**src/rtl/core/assert_macros.svh**
```systemverilog
// Assertion macros used by the RTL files of this block.
`ifndef ASSERT_MACROS_SVH
`define ASSERT_MACROS_SVH

`ifndef SYNTHESIS
// Checked property, skipped while reset is high.
`define JSP_ASSERT(name, clk, rst, prop, msg) \
   name: assert property (@(posedge clk) disable iff (rst) prop) else $error(msg);
// Checked property, evaluated during reset as well.
`define JSP_ASSERT_ALWAYS(name, clk, prop, msg) \
   name: assert property (@(posedge clk) prop) else $error(msg);
`else
`define JSP_ASSERT(name, clk, rst, prop, msg)
`define JSP_ASSERT_ALWAYS(name, clk, prop, msg)
`endif

`endif

```
**src/rtl/core/jsp2p_pkg.sv**
```systemverilog
// Package: characters, queue sizing, parse states and result beat type for the path converter.
`default_nettype none
package jsp2p_pkg;

   localparam logic [15:0] CH_DOLLAR = 16'h0024;
   localparam logic [15:0] CH_DOT    = 16'h002E;
   localparam logic [15:0] CH_OPEN   = 16'h005B;
   localparam logic [15:0] CH_CLOSE  = 16'h005D;
   localparam logic [15:0] CH_SLASH  = 16'h002F;
   localparam logic [15:0] CH_DQUOTE = 16'h0022;
   localparam logic [15:0] CH_SQUOTE = 16'h0027;

   localparam int QDEPTH = 4;
   localparam int QPTR_W = $clog2(QDEPTH);
   localparam int QCNT_W = $clog2(QDEPTH + 1);

   typedef enum logic [2:0] {
      MODE_BETWEEN,
      MODE_PLAIN,
      MODE_BRACKET,
      MODE_QUOTE_START,
      MODE_QUOTED,
      MODE_AFTER_QUOTE,
      MODE_UNQUOTED
   } scan_mode_type;

   typedef struct packed {
      logic [15:0] out_char;
      logic        char_valid;
      logic        string_end;
      logic        run_last;
   } rsp_beat_type;

endpackage
`default_nettype wire

```
**src/rtl/core/jsonpath_segment_to_pointer_core.sv**
```systemverilog
// Top level: JSONPath segment to JSON Pointer converter with result queue.
// Result beats are registered into the queue; rsp_ offers the oldest one held.
// Throughput: one input beat per cycle; each beat yields zero to two result beats
//    into a 4-entry queue, and req_ready stays high while at least two slots are free.
// Sustained rate is bound by the single rsp_ read port (one beat per cycle while rsp_ready is high).
// Reset (synchronous, active high) empties the queue and returns the parser to
//    the start of a new string.
`default_nettype none
`include "assert_macros.svh"
module jsonpath_segment_to_pointer_core (
   input  wire logic        clock,
   input  wire logic        reset,
   input  wire logic        req_valid,
   output logic             req_ready,
   input  wire logic [15:0] req_in_char,
   input  wire logic        req_in_last,
   output logic             rsp_valid,
   input  wire logic        rsp_ready,
   output logic [15:0]      rsp_out_char,
   output logic             rsp_char_valid,
   output logic             rsp_string_end,
   output logic             rsp_run_last
);
   import jsp2p_pkg::*;

   // parser state
   scan_mode_type mode_ff, mode_in;
   logic          quote_single_ff, quote_single_in;
   logic          at_first_ff, at_first_in;

   // result queue
   rsp_beat_type             queue_ff [QDEPTH];
   logic [QPTR_W-1:0]        wr_ptr_ff, wr_ptr_in;
   logic [QPTR_W-1:0]        rd_ptr_ff, rd_ptr_in;
   logic [QCNT_W-1:0]        count_ff, count_in;

   logic                     req_take;
   logic                     rsp_take;
   logic                     emit_slash;
   logic                     emit_char;
   logic [1:0]               push_n;
   rsp_beat_type             beat0;
   rsp_beat_type             beat1;
   logic [15:0]              quote_char;

   // Two free slots are needed since a beat may push two results.
   assign req_ready = (count_ff <= QCNT_W'(QDEPTH - 2));
   assign req_take  = req_valid && req_ready;
   assign rsp_valid = (count_ff != '0);
   assign rsp_take  = rsp_valid && rsp_ready;

   assign rsp_out_char   = queue_ff[rd_ptr_ff].out_char;
   assign rsp_char_valid = queue_ff[rd_ptr_ff].char_valid;
   assign rsp_string_end = queue_ff[rd_ptr_ff].string_end;
   assign rsp_run_last   = queue_ff[rd_ptr_ff].run_last;

   assign quote_char = quote_single_ff ? CH_SQUOTE : CH_DQUOTE;

   // Parse step: decide what this code unit emits and where the scan goes next.
   always_comb begin
      mode_in         = mode_ff;
      quote_single_in = quote_single_ff;
      emit_slash      = 1'b0;
      emit_char       = 1'b0;

      if (at_first_ff && req_in_char == CH_DOLLAR) begin
         // root mark: dropped
      end else begin
         unique case (mode_ff)
            MODE_BETWEEN, MODE_PLAIN: begin
               if (req_in_char == CH_DOT) begin
                  mode_in = MODE_BETWEEN;
               end else if (req_in_char == CH_OPEN) begin
                  mode_in = MODE_BRACKET;
               end else begin
                  emit_slash = (mode_ff == MODE_BETWEEN);
                  emit_char  = 1'b1;
                  mode_in    = MODE_PLAIN;
               end
            end
            MODE_BRACKET: begin
               if (req_in_char == CH_DQUOTE || req_in_char == CH_SQUOTE) begin
                  quote_single_in = (req_in_char == CH_SQUOTE);
                  mode_in         = MODE_QUOTE_START;
               end else if (req_in_char == CH_CLOSE) begin
                  mode_in = MODE_BETWEEN;
               end else begin
                  emit_slash = 1'b1;
                  emit_char  = 1'b1;
                  mode_in    = MODE_UNQUOTED;
               end
            end
            MODE_QUOTE_START, MODE_QUOTED: begin
               if (req_in_char == quote_char) begin
                  mode_in = MODE_AFTER_QUOTE;
               end else begin
                  emit_slash = (mode_ff == MODE_QUOTE_START);
                  emit_char  = 1'b1;
                  mode_in    = MODE_QUOTED;
               end
            end
            MODE_AFTER_QUOTE: begin
               // skip everything up to the closing bracket
               if (req_in_char == CH_CLOSE) begin
                  mode_in = MODE_BETWEEN;
               end
            end
            MODE_UNQUOTED: begin
               if (req_in_char == CH_CLOSE) begin
                  mode_in = MODE_BETWEEN;
               end else begin
                  emit_char = 1'b1;
               end
            end
            default: begin
               mode_in = MODE_BETWEEN;
            end
         endcase
      end

      at_first_in = 1'b0;
      if (req_in_last) begin
         // end of string: back to the start-of-string state
         mode_in         = MODE_BETWEEN;
         quote_single_in = 1'b0;
         at_first_in     = 1'b1;
      end
   end

   // Result beats for this input beat; tags go on the final one.
   always_comb begin
      beat0 = '0;
      beat1 = '0;
      if (emit_slash) begin
         beat0.out_char   = CH_SLASH;
         beat0.char_valid = 1'b1;
         beat1.out_char   = req_in_char;
         beat1.char_valid = 1'b1;
         beat1.string_end = req_in_last;
         beat1.run_last   = 1'b1;
         push_n           = 2'd2;
      end else if (emit_char) begin
         beat0.out_char   = req_in_char;
         beat0.char_valid = 1'b1;
         beat0.string_end = req_in_last;
         beat0.run_last   = 1'b1;
         push_n           = 2'd1;
      end else if (req_in_last) begin
         // bare end marker
         beat0.string_end = 1'b1;
         beat0.run_last   = 1'b1;
         push_n           = 2'd1;
      end else begin
         push_n = 2'd0;
      end
      if (!req_take) begin
         push_n = 2'd0;
      end
   end

   always_comb begin
      wr_ptr_in = wr_ptr_ff + QPTR_W'(push_n);
      rd_ptr_in = rd_ptr_ff + QPTR_W'(rsp_take);
      count_in  = count_ff + QCNT_W'(push_n) - QCNT_W'(rsp_take);
   end

   always_ff @(posedge clock) begin
      if (reset) begin
         mode_ff         <= MODE_BETWEEN;
         quote_single_ff <= 1'b0;
         at_first_ff     <= 1'b1;
         wr_ptr_ff       <= '0;
         rd_ptr_ff       <= '0;
         count_ff        <= '0;
      end else begin
         if (req_take) begin
            mode_ff         <= mode_in;
            quote_single_ff <= quote_single_in;
            at_first_ff     <= at_first_in;
         end
         wr_ptr_ff <= wr_ptr_in;
         rd_ptr_ff <= rd_ptr_in;
         count_ff  <= count_in;
      end
   end

   // Queue storage: no reset, entries are read only once written.
   always_ff @(posedge clock) begin
      if (push_n != 2'd0) begin
         queue_ff[wr_ptr_ff] <= beat0;
      end
      if (push_n == 2'd2) begin
         queue_ff[wr_ptr_ff + QPTR_W'(1)] <= beat1;
      end
   end

   `JSP_ASSERT(a_count_bound, clock, reset, count_ff <= QCNT_W'(QDEPTH), "queue count overflow")
   `JSP_ASSERT(a_end_is_run_last, clock, reset, (rsp_valid && rsp_string_end) |-> rsp_run_last, "string end beat lacks run_last")
   `JSP_ASSERT(a_last_resets_scan, clock, reset, (req_take && req_in_last) |=> (at_first_ff && mode_ff == MODE_BETWEEN && !quote_single_ff), "scan state not restarted after last beat")
   `JSP_ASSERT(a_first_cleared, clock, reset, (req_take && !req_in_last) |=> !at_first_ff, "first-unit flag stuck after a beat")

endmodule
`default_nettype wire
```
**config.mk**
```make
export PLATFORM = sky130hd
export DESIGN_NAME = jsonpath_segment_to_pointer_core
export DESIGN_NICKNAME = d
export VERILOG_FILES = /design/src/rtl/core/jsp2p_pkg.sv /design/src/rtl/core/jsonpath_segment_to_pointer_core.sv
export VERILOG_INCLUDE_DIRS = /design/src /design/src/rtl/core
export SDC_FILE = /design/constraint.sdc
export NUM_CORES = 1
export LEC_CHECK = 0
export BUFFER_PORTS_ARGS = -buffer_cell sky130_fd_sc_hd__clkbuf_2
export CAP_MARGIN = 20
export CORE_UTILIZATION = 30
export DETAILED_ROUTE_END_ITERATION = 8
export SLEW_MARGIN = 10
export SYNTH_ARGS = -nofsm -noshare
export SYNTH_HDL_FRONTEND = slang
export SYNTH_SLANG_ARGS = --single-unit
```
**constraint.sdc**
```tcl
create_clock -name clock -period 4.95 [get_ports clock]
set_clock_uncertainty 0.1 [all_clocks]
set_input_delay 1.2375 -clock clock [delete_from_list [all_inputs] [get_ports clock]]
set_output_delay 1.2375 -clock clock [all_outputs]
set_load 0.005 [all_outputs]
```
==> reports/qor.txt <==
antenna-violating nets left -> 0
number of distinct library cell variants in the gate-level netlist after synthesis -> 59
detailed placer's ending HPWL -> 6.95 mm
Setup Buffers After CTS -> 0
Post-CTS Resized -> 0
Horiz. Die Dim -> 128 um
# Max-Cap Violations -> 0
top-area cell type share of the netlist area -> 48.1%
cell internal power dissipation -> 1.68 mW
hold violation total from the final report -> 0
layout cell share with drive strength beyond 1 -> 36.8%
top fanout value on the critical path -> 13
number of port buffers -> 41
required time of the worst setup path -> 5.08 ns
share of flip-flops with an asynchronous set or reset after synthesis -> 0%
number of optimization iterations in the first detailed-route pass -> 4
count of unresolved DRC violations after routing -> 0
prevailing post-synth register cell -> sky130_fd_sc_hd__edfxtp_1
post-route core utilization -> 35.8%
highest metal used -> met4
routed length on met3 -> 625 um
number of vias in the routed layout -> 3,031
final design area excluding fillers -> 5480 um2
Post-Route WL -> 10.6 mm
post-synth top area cell -> sky130_fd_sc_hd__edfxtp_1
register area -> 2520 um2
Hold/Removal Path Class -> reg2reg
Reg power frac -> 42.2%
root cell of the clock tree -> sky130_fd_sc_hd__clkbuf_16
status -> completed
last weighted congestion value of the routability-driven placer -> 0.869
setup repair after global routing missed its margin -> false
initial standard-cell utilization of the core -> 31.0%
peak ir drop on the vdd network -> 0.195 mV
max_slew headroom -> 26.1%
Die Span Y -> 128 um
TNS Setup -> 0 ns
Area Overhead vs Synth -> 15.3%
average vias per placed instance -> 5.01
Switching Share -> 30.3%
placement row count -> 45
Placed Area -> 5170 um2
gr ovfl total -> 0
final setup vio count -> 0
die area -> 16,300 um2
Sinks on Clock Net -> 88
via count of the first global-routing pass -> 3,133
first-pass GRT wire length -> 16.9 mm
leakage power -> 1.81 nW
count of hold-fix buffers inserted at cts -> 0
portion of total power attributed to combinational logic -> 29.5%
nature of the critical path startpoint -> primary input
Syn Std Cell Area -> 4750 um2
Top-Level Pins -> 42
total length of routed met2 wires -> 5.02 mm
max-slew violations -> 0
ranking of synthesized cells by area -> sky130_fd_sc_hd__edfxtp_1 48%, sky130_fd_sc_hd__a21boi_2 9.5%, sky130_fd_sc_hd__mux4_2 9.0%
Iter 0 DRT Violations -> 404
placeable core area -> 15,300 um2
worst skew pair latency -> 0.34 ns
M1 WL -> 4.75 mm
diode insertion count for antenna repair -> 0
clock network power share -> 28.3%
number of nets produced by synthesis -> 376
Period minus WS final -> 4.26 ns
Pwr Density -> 439 nW/um2
clock buffer depth -> 2
count of H-tree levels built during CTS -> 3
cell count after synthesis -> 349
Worst Path Class, Setup -> in2reg
yosys synthesis warning count -> 0
power dissipated by switching net loads -> 0.728 mW
filler cell count -> 1,513
TritonCTS clock tree -> yes
Num CTS Buffers -> 9
sequential area share after synthesis -> 53.1%
capturing element type of the critical path -> flop
total routing resource utilization after global routing -> 13.9%
Mean Syn Cell Area -> 13.6 um2
share of the cycle needed by the critical path after routing -> 86.0%
largest net degree at the start of global routing -> 45
final-layout worst hold slack -> 0.386 ns
area occupied by multi-input gates -> 2060 um2
clock transition time at the flip-flop clock pins of the worst setup and hold paths -> 0.06 ns
synthesis-stage register bit count -> 88
final routed wire length divided by cell count -> 17.6 um
number of antenna violations at the first check in global routing -> 0
slew at the pin closest to its max-slew limit -> 1.10 ns
arrival time at the worst endpoint -> 4.39 ns
total number of nets in the final design -> 416
Post-synth EDFFs -> 76
fmax -> 0.235 GHz
## worst max-delay path, cell delays in order
cell and delay, ns:
sky130_fd_sc_hd__clkbuf_2 0.19, sky130_fd_sc_hd__xor2_1 0.21, sky130_fd_sc_hd__nor4b_1 0.54, sky130_fd_sc_hd__o2bb2ai_1 0.28
sky130_fd_sc_hd__o211a_1 0.25, sky130_fd_sc_hd__nor2_2 0.08, sky130_fd_sc_hd__or3_1 0.36, sky130_fd_sc_hd__ha_1 0.28
sky130_fd_sc_hd__inv_1 0.06, sky130_fd_sc_hd__ha_1 0.14, sky130_fd_sc_hd__inv_1 0.05, sky130_fd_sc_hd__fa_1 0.37
sky130_fd_sc_hd__xnor2_1 0.18, sky130_fd_sc_hd__xnor2_1 0.13, sky130_fd_sc_hd__nor2_1 0.05
## cell usage after synthesis (all sizes together), types with 10 or more instances
master and count:
nand3 11, a21boi 44, o21a 20, dfxtp 12, a21oi 11, mux4 19
nor2 19, edfxtp 76, o21ai 14, buf 10, clkbuf 15, nand2 12
## cells by family after synthesis
kind of cell               share of synthesized area, %
AOI/OAI and AO/OA                                  19.7
xor gates and xnor gates                           1.11
adders and majority gates                          1.74
buffers and inverters                              3.79
DFF                                                53.1
muxes                                              9.22
and+or+nand+nor                                    11.4
## flip-flops by register name (all words and copies together), names as in the netlist
register         flops
at_first_ff          1
count_ff             3
mode_ff              3
wr_ptr_ff            2
queue_ff            76
quote_single_ff      1
rd_ptr_ff            2
## through the flow
step / setup WS (ns) / total power, mW / instances
after CTS: 0.692 / 2.44 / 604
after floorplan: 0.273 / 1.52 / 349
final: 0.691 / 2.40 / 605
after detailed placement: 0.339 / 1.76 / 588
after global placement: 0.446 / 1.74 / 588
after global routing: 0.445 / 2.53 / 605
## power groups by stage
stage	clock [mW]	sequential, mW	combinational, mW
2_1_floorplan	0	1.01	0.506
3_3_place_gp	0	1.03	0.710
3_5_place_dp	0	1.04	0.717
4_1_cts	0.692	1.02	0.721
5_1_grt	0.717	1.03	0.788
6_report	0.680	1.01	0.710
## metal layers
layer | GRT usage, % | vias up
li1 | - | 1445
met2 | 23.3 | 93
met3 | 2.96 | 19
met4 | 5.95 | 0
met5 | 0 | -
met1 | 17.3 | 1474
## area by class of cell
class,instances,area share (%)
Sequential cell,88,46.0
Timing Repair Buffer,54,5.60
Multi-Input combinational cell,229,37.6
Tap cell,211,4.82
Inverter,7,0.480
Clock inverter,6,1.23
Clock buffer,10,4.18
## path summary, 6_finish.rpt
kind	from	to	slack, ns	cells past startpoint
worst min register to register	at_first_ff$_SDFFE_PP1P_	at_first_ff$_SDFFE_PP1P_	0.39	1
worst min-delay path	at_first_ff$_SDFFE_PP1P_	at_first_ff$_SDFFE_PP1P_	0.39	1
worst max register to register	mode_ff[1]$_SDFFE_PP0P_	count_ff[2]$_SDFF_PP0_	1.59	14
worst max-delay path	req_in_char[2]	count_ff[2]$_SDFF_PP0_	0.69	15
## cells in the final DEF (no fill, tap or decap), drive strengths merged, types with 7 or more instances in the layout
cell    instances
clkbuf         51
o21ai          14
nor2           19
inv             8
a21boi         44
o21a           20
dfxtp          12
nor3            7
nor2b           7
a21oi          11
nand3          11
edfxtp         76
nand4           8
buf            13
nand2          12
mux4           19
Power figures use the tool's default switching activity.
